[src/hdl/fltw_pkg.sv]
// Shared types and constants of the fused-lasso tridiagonal weight unit.
// No dependencies; imported by all modules of the unit.
package fltw_pkg;

  localparam int COEF_W      = 32;
  localparam int GC_W        = 16;
  localparam int REG_W       = 32;
  localparam int REG_ADDR_W  = 2;
  localparam int IDX_W       = 12;
  localparam int VAL_W       = 48;
  localparam int IN_DATA_W   = 48;
  localparam int OUT_DATA_W  = 112;
  localparam int OUT_USER_W  = 2;

  localparam int MAX_LENGTH  = 4096;
  localparam int POS_W       = $clog2(MAX_LENGTH);

  localparam int FRAC_W      = 16;
  localparam int NUM_W       = 48;
  localparam int DEN_W       = 33;
  localparam int DIV_STEPS   = 48;
  localparam int DIV_CNT_W   = $clog2(DIV_STEPS + 1);
  localparam int SUM_W       = 50;

  localparam logic [VAL_W-1:0] POS_MAX  = 48'h7FFF_FFFF_FFFF;
  localparam logic [VAL_W-1:0] SIDE_CAP = 48'h8000_0000_0000;
  localparam logic [REG_W-1:0] EPS_RESET = 32'd1;

  localparam logic [REG_ADDR_W-1:0] REG_L1_WEIGHT     = 2'd0;
  localparam logic [REG_ADDR_W-1:0] REG_FUSION_WEIGHT = 2'd1;
  localparam logic [REG_ADDR_W-1:0] REG_DENOM_EPS     = 2'd2;

  typedef enum logic [1:0] {
    OP_SIDE        = 2'd0,
    OP_LASSO_PRIOR = 2'd1,
    OP_LASSO_CUR   = 2'd2
  } op_t;

  typedef struct packed {
    logic load_in;
    logic setup;
    logic div_start;
    logic store;
    logic emit_pair;
    logic emit_last;
    logic commit;
    logic clear;
    op_t  op;
  } cmd_t;

  typedef struct packed {
    logic have_prior;
    logic cur_fin;
    logic out_free;
    logic div_busy;
  } stat_t;

endpackage

[src/hdl/fltw_div.sv]
// Radix-2 restoring divider computing (num * 2^16) / den, one quotient bit per cycle.
// Depends on fltw_pkg.
module fltw_div (
  input  logic                          clk,
  input  logic                          rst,
  input  logic                          start,
  input  logic [fltw_pkg::NUM_W-1:0]     num,
  input  logic [fltw_pkg::DEN_W-1:0]     den,
  output logic                          busy,
  output logic [fltw_pkg::DIV_STEPS-1:0] quo,
  output logic                          ovf
);
  import fltw_pkg::*;

  logic [DEN_W-1:0]     rem;
  logic [DEN_W-1:0]     den_q;
  logic [DIV_CNT_W-1:0] cnt;
  logic [DEN_W+1:0]     trial;
  logic [DEN_W-1:0]     hi_part;

  // quotient bits at 2^48 and above only show up as overflow
  assign hi_part = DEN_W'(num[NUM_W-1 -: FRAC_W]);
  assign trial   = {1'b0, rem, quo[DIV_STEPS-1]} - {2'b00, den_q};

  always_ff @(posedge clk) begin
    if (rst) begin
      busy <= 1'b0;
      cnt  <= '0;
    end else if (start) begin
      busy <= 1'b1;
      cnt  <= DIV_CNT_W'(DIV_STEPS);
    end else if (busy) begin
      cnt <= cnt - DIV_CNT_W'(1);
      if (cnt == DIV_CNT_W'(1)) begin
        busy <= 1'b0;
      end
    end
  end

  always_ff @(posedge clk) begin
    if (start) begin
      rem   <= hi_part;
      den_q <= den;
      ovf   <= (hi_part >= den);
      quo   <= {num[NUM_W-FRAC_W-1:0], FRAC_W'(0)};
    end else if (busy) begin
      if (!trial[DEN_W+1]) begin
        rem <= trial[DEN_W-1:0];
        quo <= {quo[DIV_STEPS-2:0], 1'b1};
      end else begin
        rem <= {rem[DEN_W-2:0], quo[DIV_STEPS-1]};
        quo <= {quo[DIV_STEPS-2:0], 1'b0};
      end
    end
  end

endmodule

[src/hdl/fltw_dp.sv]
// Datapath: config registers, stream state, operand setup, divider, saturation, output register.
// Depends on fltw_pkg and fltw_div.
module fltw_dp (
  input  logic                            clk,
  input  logic                            rst,
  input  fltw_pkg::cmd_t                  cmd,
  output fltw_pkg::stat_t                 stat,
  input  logic [fltw_pkg::IN_DATA_W-1:0]  s_tdata,
  input  logic                            s_tlast,
  output logic                            m_tvalid,
  input  logic                            m_tready,
  output logic [fltw_pkg::OUT_DATA_W-1:0] m_tdata,
  output logic [fltw_pkg::OUT_USER_W-1:0] m_tuser,
  output logic                            m_tlast,
  input  logic                            cfg_we,
  input  logic [fltw_pkg::REG_ADDR_W-1:0] cfg_addr,
  input  logic [fltw_pkg::REG_W-1:0]      cfg_data
);
  import fltw_pkg::*;

  logic [REG_W-1:0]  l1_weight;
  logic [REG_W-1:0]  fusion_weight;
  logic [REG_W-1:0]  denominator_epsilon;
  logic [REG_W-1:0]  eps_eff;

  logic [COEF_W-1:0] cur_coef;
  logic [GC_W-1:0]   cur_gc;
  logic              cur_fin;
  logic [COEF_W-1:0] prior_coef;
  logic [GC_W-1:0]   prior_gc;
  logic [VAL_W-1:0]  prior_sm;
  logic              have_prior;
  logic [POS_W-1:0]  pos;
  logic [POS_W-1:0]  pos_next;

  logic [GC_W-1:0]   gc_sel;
  logic [NUM_W-1:0]  prod;
  logic [NUM_W-1:0]  num_next;
  logic [DEN_W-1:0]  x_ext;
  logic [DEN_W-1:0]  y_ext;
  logic [DEN_W-1:0]  diff;
  logic [DEN_W-1:0]  mag;
  logic [NUM_W-1:0]  num_reg;
  logic [DEN_W-1:0]  mag_reg;
  logic [DEN_W-1:0]  den;

  logic                 div_busy;
  logic [DIV_STEPS-1:0] quo;
  logic                 div_ovf;
  logic                 side_sat;
  logic                 lasso_sat;

  logic [VAL_W-1:0]  sm;
  logic              sm_clip;
  logic [VAL_W-1:0]  a_val;
  logic              a_clip;

  logic [VAL_W-1:0]  s1;
  logic [VAL_W-1:0]  s2;
  logic [SUM_W-1:0]  sum;
  logic              sum_sat;
  logic [VAL_W-1:0]  main_val;

  logic              out_valid;
  logic [IDX_W-1:0]  out_index;
  logic [VAL_W-1:0]  out_main;
  logic [VAL_W-1:0]  out_side;
  logic              out_sv;
  logic              out_clip;
  logic              out_last;

  // configuration
  always_ff @(posedge clk) begin
    if (rst) begin
      l1_weight           <= '0;
      fusion_weight       <= '0;
      denominator_epsilon <= EPS_RESET;
    end else if (cfg_we) begin
      unique case (cfg_addr)
        REG_L1_WEIGHT:     l1_weight           <= cfg_data;
        REG_FUSION_WEIGHT: fusion_weight       <= cfg_data;
        REG_DENOM_EPS:     denominator_epsilon <= cfg_data;
        default: ;
      endcase
    end
  end

  assign eps_eff = (denominator_epsilon == '0) ? REG_W'(1) : denominator_epsilon;

  // input latch
  always_ff @(posedge clk) begin
    if (cmd.load_in) begin
      cur_coef <= s_tdata[COEF_W-1:0];
      cur_gc   <= s_tdata[COEF_W +: GC_W];
      cur_fin  <= s_tlast;
    end
  end

  assign pos_next = (pos == POS_W'(MAX_LENGTH - 1)) ? '0 : pos + POS_W'(1);

  // stream state
  always_ff @(posedge clk) begin
    if (rst) begin
      have_prior <= 1'b0;
      pos        <= '0;
      prior_coef <= '0;
      prior_gc   <= '0;
      prior_sm   <= '0;
    end else if (cmd.clear) begin
      have_prior <= 1'b0;
      pos        <= '0;
      prior_coef <= '0;
      prior_gc   <= '0;
      prior_sm   <= '0;
    end else if (cmd.commit) begin
      have_prior <= 1'b1;
      prior_coef <= cur_coef;
      prior_gc   <= cur_gc;
      prior_sm   <= have_prior ? sm : '0;
      pos        <= have_prior ? pos_next : pos;
    end
  end

  // operand setup
  always_comb begin
    gc_sel   = (cmd.op == OP_LASSO_PRIOR) ? prior_gc : cur_gc;
    prod     = NUM_W'(gc_sel) * NUM_W'(l1_weight);
    num_next = (cmd.op == OP_SIDE) ? NUM_W'(fusion_weight) : prod;
    x_ext    = (cmd.op == OP_LASSO_PRIOR) ? {prior_coef[COEF_W-1], prior_coef}
                                          : {cur_coef[COEF_W-1], cur_coef};
    y_ext    = (cmd.op == OP_SIDE) ? {prior_coef[COEF_W-1], prior_coef} : '0;
    diff     = x_ext - y_ext;
    mag      = diff[DEN_W-1] ? (~diff + DEN_W'(1)) : diff;
  end

  always_ff @(posedge clk) begin
    if (cmd.setup) begin
      num_reg <= num_next;
      mag_reg <= mag;
    end
  end

  assign den = mag_reg + DEN_W'(eps_eff);

  fltw_div u_div (
    .clk   (clk),
    .rst   (rst),
    .start (cmd.div_start),
    .num   (num_reg),
    .den   (den),
    .busy  (div_busy),
    .quo   (quo),
    .ovf   (div_ovf)
  );

  // saturation of quotients
  assign side_sat  = div_ovf | (quo[VAL_W-1] & (|quo[VAL_W-2:0]));
  assign lasso_sat = div_ovf | quo[VAL_W-1];

  always_ff @(posedge clk) begin
    if (cmd.store) begin
      if (cmd.op == OP_SIDE) begin
        sm      <= side_sat ? SIDE_CAP : quo;
        sm_clip <= side_sat;
      end else begin
        a_val  <= lasso_sat ? POS_MAX : quo;
        a_clip <= lasso_sat;
      end
    end
  end

  // main diagonal sum
  always_comb begin
    s1       = have_prior ? sm : '0;
    s2       = cmd.emit_pair ? prior_sm : '0;
    sum      = SUM_W'(a_val) + SUM_W'(s1) + SUM_W'(s2);
    sum_sat  = |sum[SUM_W-1:VAL_W-1];
    main_val = sum_sat ? POS_MAX : sum[VAL_W-1:0];
  end

  // output register
  always_ff @(posedge clk) begin
    if (rst) begin
      out_valid <= 1'b0;
    end else if (cmd.emit_pair || cmd.emit_last) begin
      out_valid <= 1'b1;
    end else if (m_tready) begin
      out_valid <= 1'b0;
    end
  end

  always_ff @(posedge clk) begin
    if (cmd.emit_pair) begin
      out_index <= IDX_W'(pos);
      out_main  <= main_val;
      out_side  <= '0 - sm;
      out_sv    <= 1'b1;
      out_clip  <= sm_clip | a_clip | sum_sat;
      out_last  <= 1'b0;
    end else if (cmd.emit_last) begin
      out_index <= have_prior ? IDX_W'(pos_next) : IDX_W'(pos);
      out_main  <= main_val;
      out_side  <= '0;
      out_sv    <= 1'b0;
      out_clip  <= a_clip | sum_sat;
      out_last  <= 1'b1;
    end
  end

  assign m_tvalid = out_valid;
  assign m_tdata  = {(OUT_DATA_W - IDX_W - 2 * VAL_W)'(0), out_side, out_main, out_index};
  assign m_tuser  = {out_clip, out_sv};
  assign m_tlast  = out_last;

  assign stat.have_prior = have_prior;
  assign stat.cur_fin    = cur_fin;
  assign stat.out_free   = !out_valid || m_tready;
  assign stat.div_busy   = div_busy;

endmodule

[src/hdl/fltw_ctrl.sv]
// Controller: sequences the divisions and result transfers of one element.
// Depends on fltw_pkg.
module fltw_ctrl (
  input  logic            clk,
  input  logic            rst,
  input  logic            s_tvalid,
  output logic            s_tready,
  input  fltw_pkg::stat_t stat,
  output fltw_pkg::cmd_t  cmd
);
  import fltw_pkg::*;

  typedef enum logic [7:0] {
    S_IDLE      = 8'b0000_0001,
    S_DECIDE    = 8'b0000_0010,
    S_SETUP     = 8'b0000_0100,
    S_START     = 8'b0000_1000,
    S_WAIT      = 8'b0001_0000,
    S_STORE     = 8'b0010_0000,
    S_EMIT_PAIR = 8'b0100_0000,
    S_EMIT_LAST = 8'b1000_0000
  } state_t;

  state_t state;
  state_t state_next;
  op_t    op;
  op_t    op_next;

  always_ff @(posedge clk) begin
    if (rst) begin
      state <= S_IDLE;
      op    <= OP_SIDE;
    end else begin
      state <= state_next;
      op    <= op_next;
    end
  end

  always_comb begin
    state_next = state;
    op_next    = op;
    cmd        = '0;
    cmd.op     = op;
    s_tready   = 1'b0;
    unique case (state)
      S_IDLE: begin
        s_tready = 1'b1;
        if (s_tvalid) begin
          cmd.load_in = 1'b1;
          state_next  = S_DECIDE;
        end
      end
      S_DECIDE: begin
        if (!stat.have_prior && !stat.cur_fin) begin
          cmd.commit = 1'b1;
          state_next = S_IDLE;
        end else if (!stat.have_prior) begin
          op_next    = OP_LASSO_CUR;
          state_next = S_SETUP;
        end else begin
          op_next    = OP_SIDE;
          state_next = S_SETUP;
        end
      end
      S_SETUP: begin
        cmd.setup  = 1'b1;
        state_next = S_START;
      end
      S_START: begin
        cmd.div_start = 1'b1;
        state_next    = S_WAIT;
      end
      S_WAIT: begin
        if (!stat.div_busy) begin
          state_next = S_STORE;
        end
      end
      S_STORE: begin
        cmd.store = 1'b1;
        unique case (op)
          OP_SIDE: begin
            op_next    = OP_LASSO_PRIOR;
            state_next = S_SETUP;
          end
          OP_LASSO_PRIOR: state_next = S_EMIT_PAIR;
          default:        state_next = S_EMIT_LAST;
        endcase
      end
      S_EMIT_PAIR: begin
        if (stat.out_free) begin
          cmd.emit_pair = 1'b1;
          if (stat.cur_fin) begin
            op_next    = OP_LASSO_CUR;
            state_next = S_SETUP;
          end else begin
            cmd.commit = 1'b1;
            state_next = S_IDLE;
          end
        end
      end
      S_EMIT_LAST: begin
        if (stat.out_free) begin
          cmd.emit_last = 1'b1;
          cmd.clear     = 1'b1;
          state_next    = S_IDLE;
        end
      end
      default: state_next = S_IDLE;
    endcase
  end

endmodule

[src/hdl/fused_lasso_tridiagonal_weights_unit.sv]
// Fused-lasso tridiagonal weight unit, top level.
// Depends on fltw_pkg, fltw_ctrl and fltw_dp.
//
// Coefficients arrive on the s_ channel one element per transfer, tlast on the last
// element of a vector. Entry k of the tridiagonal weight matrix leaves on the m_
// channel once element k+1 has arrived; the last element also sends its own entry.
// The three weights are written through cfg_we/cfg_addr/cfg_data; the user must do so
// only while the unit is idle, which the block itself does not enforce. Each division
// runs on one shared restoring divider, one quotient bit per cycle. An element that
// only opens a vector needs no division; an element with a predecessor takes two
// divisions, and a last element with a predecessor three. The next element is taken
// once the current one is finished.
// Results sit in an output register; a stalled receiver holds the controller before
// the next result only, so the first result of an element may wait while work goes on.
// Reset clears the stream state and the output register and loads the weight
// registers with their defaults (epsilon 1, both penalties 0).
module fused_lasso_tridiagonal_weights_unit (
  input  logic                            clk,
  input  logic                            rst,
  input  logic                            s_tvalid,
  output logic                            s_tready,
  input  logic [fltw_pkg::IN_DATA_W-1:0]  s_tdata,   // coefficient, group_count
  input  logic                            s_tlast,
  output logic                            m_tvalid,
  input  logic                            m_tready,
  output logic [fltw_pkg::OUT_DATA_W-1:0] m_tdata,   // entry_index, main_value, side_value
  output logic [fltw_pkg::OUT_USER_W-1:0] m_tuser,   // side_valid, clipped
  output logic                            m_tlast,
  input  logic                            cfg_we,
  input  logic [fltw_pkg::REG_ADDR_W-1:0] cfg_addr,
  input  logic [fltw_pkg::REG_W-1:0]      cfg_data
);
  import fltw_pkg::*;

  cmd_t  cmd;
  stat_t stat;

  fltw_ctrl u_ctrl (
    .clk      (clk),
    .rst      (rst),
    .s_tvalid (s_tvalid),
    .s_tready (s_tready),
    .stat     (stat),
    .cmd      (cmd)
  );

  fltw_dp u_dp (
    .clk      (clk),
    .rst      (rst),
    .cmd      (cmd),
    .stat     (stat),
    .s_tdata  (s_tdata),
    .s_tlast  (s_tlast),
    .m_tvalid (m_tvalid),
    .m_tready (m_tready),
    .m_tdata  (m_tdata),
    .m_tuser  (m_tuser),
    .m_tlast  (m_tlast),
    .cfg_we   (cfg_we),
    .cfg_addr (cfg_addr),
    .cfg_data (cfg_data)
  );

  a_idle_no_div: assert property (@(posedge clk) disable iff (rst)
    s_tready |-> !stat.div_busy)
    else $error("input ready while divider busy");

  a_emit_free: assert property (@(posedge clk) disable iff (rst)
    (cmd.emit_pair || cmd.emit_last) |-> stat.out_free)
    else $error("result written over a pending transfer");

  a_div_runs: assert property (@(posedge clk) disable iff (rst)
    cmd.div_start |=> stat.div_busy)
    else $error("divider did not start");

  a_emit_last_tlast: assert property (@(posedge clk) disable iff (rst)
    cmd.emit_last |=> (m_tvalid && m_tlast && !m_tuser[0]))
    else $error("final entry not marked");

endmodule
[config.mk]
export PLATFORM = sky130hd
export DESIGN_NAME = fused_lasso_tridiagonal_weights_unit
export DESIGN_NICKNAME = d
export VERILOG_FILES = /design/src/hdl/fltw_pkg.sv /design/src/hdl/fltw_div.sv /design/src/hdl/fltw_dp.sv /design/src/hdl/fltw_ctrl.sv /design/src/hdl/fused_lasso_tridiagonal_weights_unit.sv
export SDC_FILE = /design/constraint.sdc
export NUM_CORES = 2
export LEC_CHECK = 0
export BUFFER_PORTS_ARGS = -buffer_cell sky130_fd_sc_hd__clkbuf_2
export CORE_ASPECT_RATIO = 1.5
export CORE_MARGIN = 3
export CORE_UTILIZATION = 50
export CTS_CLUSTER_DIAMETER = 30
export DETAILED_ROUTE_END_ITERATION = 7
export MAX_ROUTING_LAYER = met4
export PLACE_DENSITY = 0.79
export SLEW_MARGIN = 20
export SYNTH_ARGS = -nofsm -noshare
export SYNTH_HDL_FRONTEND = slang
export SYNTH_HIERARCHICAL = 1
export SYNTH_SLANG_ARGS = --single-unit
[constraint.sdc]
create_clock -name clk -period 16.4 [get_ports clk]
set_clock_uncertainty 0.2 [all_clocks]
set_input_delay 2.46 -clock clk [delete_from_list [all_inputs] [get_ports clk]]
set_output_delay 2.46 -clock clk [all_outputs]
set_load 0.01 [all_outputs]
# ---- Word level (Yosys, flattened, before mapping)
# Index checks and enable logic that the tools add are counted.
# Widths: inputs -> output; s select.
dict set report totals {
  input_bits 88
  ff_bits 677
  word_cells 159
}
dict set report op_classes {
  n_mux 59
  bitwise_logic 8
  n_reduce_logical 24
  n_eq_ne 20
  order_cmp 1
  n_addsub 9
  mul 1
}
# operator n
set ops {}
lappend ops {{$mux 48} 9}
lappend ops {{$mux 33} 3}
lappend ops {{$mux 32} 3}
lappend ops {{$pmux 8 s8} 1}
lappend ops {{$add 50x48->50} 1}
lappend ops {{$add 48x48->49} 1}
lappend ops {{$mul 16x32->48} 1}
lappend ops {{$mux 12} 4}
lappend ops {{$mux 16} 3}
lappend ops {{$sub 1x48->48 const A} 1}
lappend ops {{$reduce_or 47->1} 1}
lappend ops {{$sub 34x33->35} 1}
lappend ops {{$add 33x1->33 const B} 1}
lappend ops {{$add 33x32->33} 1}
lappend ops {{$ge 16x33->1} 1}
lappend ops {{$not 33->33} 1}
lappend ops {{$sub 33x33->33} 1}
lappend ops {{$logic_not 32->1} 1}
lappend ops {{$mux 8} 4}
lappend ops {{$mux 1} 20}
lappend ops {{$pmux 8 s2} 1}
lappend ops {{$add 12x1->12 const B} 1}
lappend ops {{$eq 12x12->1 const B} 1}
lappend ops {{$mux 6} 2}
lappend ops {{other kinds (32)} 58}

# ---- Depth between registers and ports, before layout
dict set report logic_depth {
  depth_word 10
  ltp_mapped 28
  ltp_nobuf 25
}

# ---- Hierarchy
# Netlist, hierarchy kept.
# mod cells_per_inst instances area_each_um2 seq_area_each_um2
set by_module_without_submodules {}
lappend by_module_without_submodules {fltw_dp 4789 1 45648.8 14283.7}
lappend by_module_without_submodules {fltw_div 693 1 6964.2 3263.1}
lappend by_module_without_submodules {fltw_ctrl 83 1 684.4 200.2}

# ---- Least setup slack after synthesis
# Ideal clock, no wire load.
dict set report synth_timing {
  path_type {input to register}
  from {input port m_tready}
  to {register u_dp.out_main[42] (data pin)}
  setup_ps 255
  cell_stages 23
  t_arrival_ps 7088
  slack_ps 8857
  required_time_ps 15945
  path_cell_list {nand2b_1 > inv_1 > nor2_1 > clkbuf_1 > clkbuf_1 > nand2_1 > fa_1 > inv_1 > ha_1 > inv_1 > fa_1 > nand2b_1 > a21oi_1 > nor3b_1 > o41ai_1 > a31oi_1 > o21ai_1 > a31oi_2 > mux2i_1 > nor4_1 > buf_2 > buf_4 > nand2_1}
}
# item line
set synth_lines {}
lappend synth_lines {{start: declaration} fused_lasso_tridiagonal_weights_unit.sv:25} ;# input logic m_tready,
lappend synth_lines {{end signal: assignment} fltw_dp.sv:195} ;# out_main <= main_val;
lappend synth_lines {{end signal: assignment} fltw_dp.sv:202} ;# out_main <= main_val;
lappend synth_lines {{end: declaration} fltw_dp.sv:66} ;# logic [VAL_W-1:0] out_main;

# ---- Final worst setup path
dict set report layout_timing {
  from {register u_ctrl.op[1]}
  to {register u_dp.num_reg[31] (data pin)}
}
dict set report layout_via {
  elab_chain_cells 4
  elab_cells_between_ends 5
  classes_between {1 x mul; 1 x eq/ne; 2 x mux; 1 x reduce/logical}
}
# item line
set layout_lines {}
lappend layout_lines {{start: declaration} fltw_ctrl.sv:26} ;# op_t op;
lappend layout_lines {{start signal: assignment} fltw_ctrl.sv:35} ;# op <= op_next;
lappend layout_lines {{$eq 2x1->1} fltw_dp.sv:126} ;# gc_sel = (cmd.op == OP_LASSO_PRIOR) ? prior_gc : cur_gc;
lappend layout_lines {{$mux 16} fltw_dp.sv:126}
lappend layout_lines {{$mul 16x32->48} fltw_dp.sv:127} ;# prod = NUM_W'(gc_sel) * NUM_W'(l1_weight);
lappend layout_lines {{$mux 32 *} fltw_dp.sv:128} ;# num_next = (cmd.op == OP_SIDE) ? NUM_W'(fusion_weight) : prod;
lappend layout_lines {{via u_dp.num_next[31]} fltw_dp.sv:38} ;# logic [NUM_W-1:0] num_next;
lappend layout_lines {{end signal: assignment} fltw_dp.sv:138} ;# num_reg <= num_next;
lappend layout_lines {{end: declaration} fltw_dp.sv:43} ;# logic [NUM_W-1:0] num_reg;
# Mark *: on every way through the listed nets, which the timed path passes. The rest lies on a longest branch.
# A chain may end at the register's enable or synchronous reset.

==> qor.txt <==
Final hold violation count - 0
Proportion of register bits with asynchronous set or reset after synthesis - 0%
Hold Crit Class - flop to flop
Grt total ovfl - 0
Post-synthesis register bit count - 677
Total power of the final layout - 5375 uW
Final setup viols - 0
Maximum fanout along the worst path - 48
Signal arrival time at the worst endpoint - 9310 ps
Fillers - 8974
Power density over the cells - 90.72 nW/um^2
Slew at the pin closest to its max-slew limit - 1093 ps
Simple logic cell fraction of the synthesized area - 17.94%
Post-detailed-routing wire length - 132900 um
Number of ports placed on the die boundary - 205
Post-layout net count - 6458
Combinational family with the most area after synthesis - adder cells
Buffers on Ports - 200
Number of synthesized flops with an enable pin - 419
RSZ-0062 raised after global routing - no
Most used cell, CP - sky130_fd_sc_hd__fa_1
Hold Buf Count CTS - 0
Per-cell routed wire length - 18.65 um
Weighted congestion at the end of routability-driven global placement - 0.9846
Highest-count cells in the layout ignoring fill and taps - sky130_fd_sc_hd__nand2_1, sky130_fd_sc_hd__inv_1, sky130_fd_sc_hd__fa_1, sky130_fd_sc_hd__edfxtp_1, sky130_fd_sc_hd__and2_1
Worst-skew pair later-pin latency - 710 ps
Largest net degree at the start of global routing - 97
Filler-free cell count of the finished design - 7124
Clock root buffer master - sky130_fd_sc_hd__clkbuf_16
Core utilization of the finished layout - 56.02%
Violations in the final reports - DRC
Total GRT Usage - 24.79%
Adder-cell area share of the yosys netlist - 24.34%
Die Footprint - 110600 um^2
Minimum period implied by the final worst setup slack - 9110 ps
Standard-cell row count - 146
TritonCTS Buffers - 113
Category of the worst setup path capture point - flop
Wire length of the first global-routing pass - 213000 um
CTS Buffer Depth - 3
Die Y-Extent - 405.9 um
First DRT Iteration DRCs - 2918
Count of mapped cells out of synthesis - 5565
Status - finished with violations
Worst-case vdd ir drop - 0.08877 mV
Htree depth - 3
Worst Hold Slack - 253.0 ps
Detail Placement HPWL - 99040 um
Leakage power total - 0.02482 uW
Placed Cells incl. Taps - 6905
Antenna violations before repair - 2
Vias after detailed routing - 40.22k
Residual DRC count - 10
Top flip-flop cell by instance count after synthesis - sky130_fd_sc_hd__edfxtp_1
Startpoint Class - flop
Count of nets left with antenna violations after detail routing - 0
Number of global-route vias before repair - 41.70k
Fraction of the cycle the final worst path needs - 55.55%
Number of maximum-capacitance violations - 0
Fmax - 109.8 MHz
Sequential share of the synthesized area - 33.30%
Cell Chain, Critical Path - nand2b_2, buf_4, mux2_2, nand2_1, fa_1, inv_1, fa_1, fa_1, fa_1, fa_1, inv_1, fa_1, inv_1, ha_1, a21oi_1, inv_1, a21oi_1, nand2_1, o211ai_1, o21ai_0, a311oi_1, mux2i_1, nor3_1
Post-Route Setup TNS - 0 ps
Relative area change from synthesis to final layout - 11.17%
Mean number of vias per cell - 5.645
Initial Util - 50.39%
Mux share of post-synthesis cell area - 3.369%
Worst rel slew slack - 27.06%
Post-Synthesis Mean Instance Area - 9.577 um^2
Die outline width - 272.6 um
Area share of xor/xnor cells in the synthesized design - 3.944%
Share of post-route cells with drive strength above 1 - 9.832%
Core Footprint - 105800 um^2
Data required time of the critical path - 16600 ps
Compound-gate portion of the synthesized area - 10.78%
Critical path class - flop to flop
Count of unique library cells instantiated by Yosys - 103
Number of gates resized after CTS - 0
Number of sinks on the clock net - 677
Slew Viols, Final - 0
Post-Syn Area - 53300 um^2
TritonCTS clock tree - built
Standard cell with the maximum stage delay on the critical path - sky130_fd_sc_hd__mux2_2
Slowest stage delay, CP - 910 ps
Most common cell after layout, fill and taps aside - sky130_fd_sc_hd__nand2_1
Number of post-CTS setup repair buffers - 0
First-pass iteration count of the detailed router - 8
Number of warning messages in the yosys log - 6
Clock transition at the register clock pins on the worst setup and hold paths after CTS - 60 ps
[worst paths after layout]
path | startpoint | to | slack [ps] | cells past startpoint
worst min register to register | u_dp/fusion_weight[17] | u_dp/fusion_weight[17] | 250 | 2
worst min-delay path | u_dp/fusion_weight[17] | u_dp/fusion_weight[17] | 250 | 2
worst max register to register | u_ctrl/op[1] | u_dp/num_reg[31] | 7290 | 23
worst max-delay path | u_ctrl/op[1] | u_dp/num_reg[31] | 7290 | 23
[stage by stage]
step / cell area [um^2] / setup slack [ps]
after global placement: 55210 / 7358
after global routing: 59250 / 6852
after floorplan: 53320 / 8857
final: 59250 / 7290
after detailed placement: 55220 / 7225
after CTS: 59220 / 7398
[critical path, delay by kind of cell, from the launching register on]
family	cells	cell delay [ps]
and+or+nand+nor	4	1110
adders and majority gates	7	3430
muxes	2	1090
AOI/OAI and AO/OA	5	1540
DFF	1	530
buffers and inverters	5	820
[layout make-up]
type / count / area, um^2 / area share, %
multi-input cells: 4016 / 32280 / 54.48
flip-flops and latches: 677 / 17750 / 29.96
clock buffers: 139 / 3019 / 5.096
inverters: 565 / 2126 / 3.588
well taps: 1406 / 1759 / 2.969
repair buffers: 242 / 1326 / 2.238
clock inverters: 77 / 988.4 / 1.668
diodes: 2 / 5.005 / 0.008447
[Yosys cell counts, types with 92 or more instances]
library cell	n	area [um^2]
sky130_fd_sc_hd__nand2_1	765	2872
sky130_fd_sc_hd__inv_1	564	2117
sky130_fd_sc_hd__fa_1	470	9409
sky130_fd_sc_hd__edfxtp_1	419	12580
sky130_fd_sc_hd__and2_1	404	2527
sky130_fd_sc_hd__nor2_1	334	1254
sky130_fd_sc_hd__a21oi_1	306	1531
sky130_fd_sc_hd__ha_1	285	3566
sky130_fd_sc_hd__clkbuf_1	269	1010
sky130_fd_sc_hd__dfxtp_1	258	5165
sky130_fd_sc_hd__xnor2_1	148	1296
sky130_fd_sc_hd__mux2i_1	122	1221
sky130_fd_sc_hd__o21ai_0	122	610.6
sky130_fd_sc_hd__xor2_1	92	805.8
[cell families after synthesis]
logic type      after synthesis
compound gates              879
simple gates               1963
flops                       677
mux                         173
other cells                   1
buf+inv                     877
fa+ha+maj                   755
xor+xnor                    240
[report_power, final]
part	total, uW	internal (uW)	switching (uW)
sequential	1910	1860	43.7
clock	2410	1480	936
combinational	1060	396	660
[metal layers]
layer	vias up	GRT usage (%)	share of wire, %
li1	18767	-	-
met1	19455	27.29	37
met2	1504	43.64	51
met3	491	3.126	6.1
met4	0	13.45	5.7
met5	-	-	0
No activity file was read; power rests on OpenSTA's default activity.
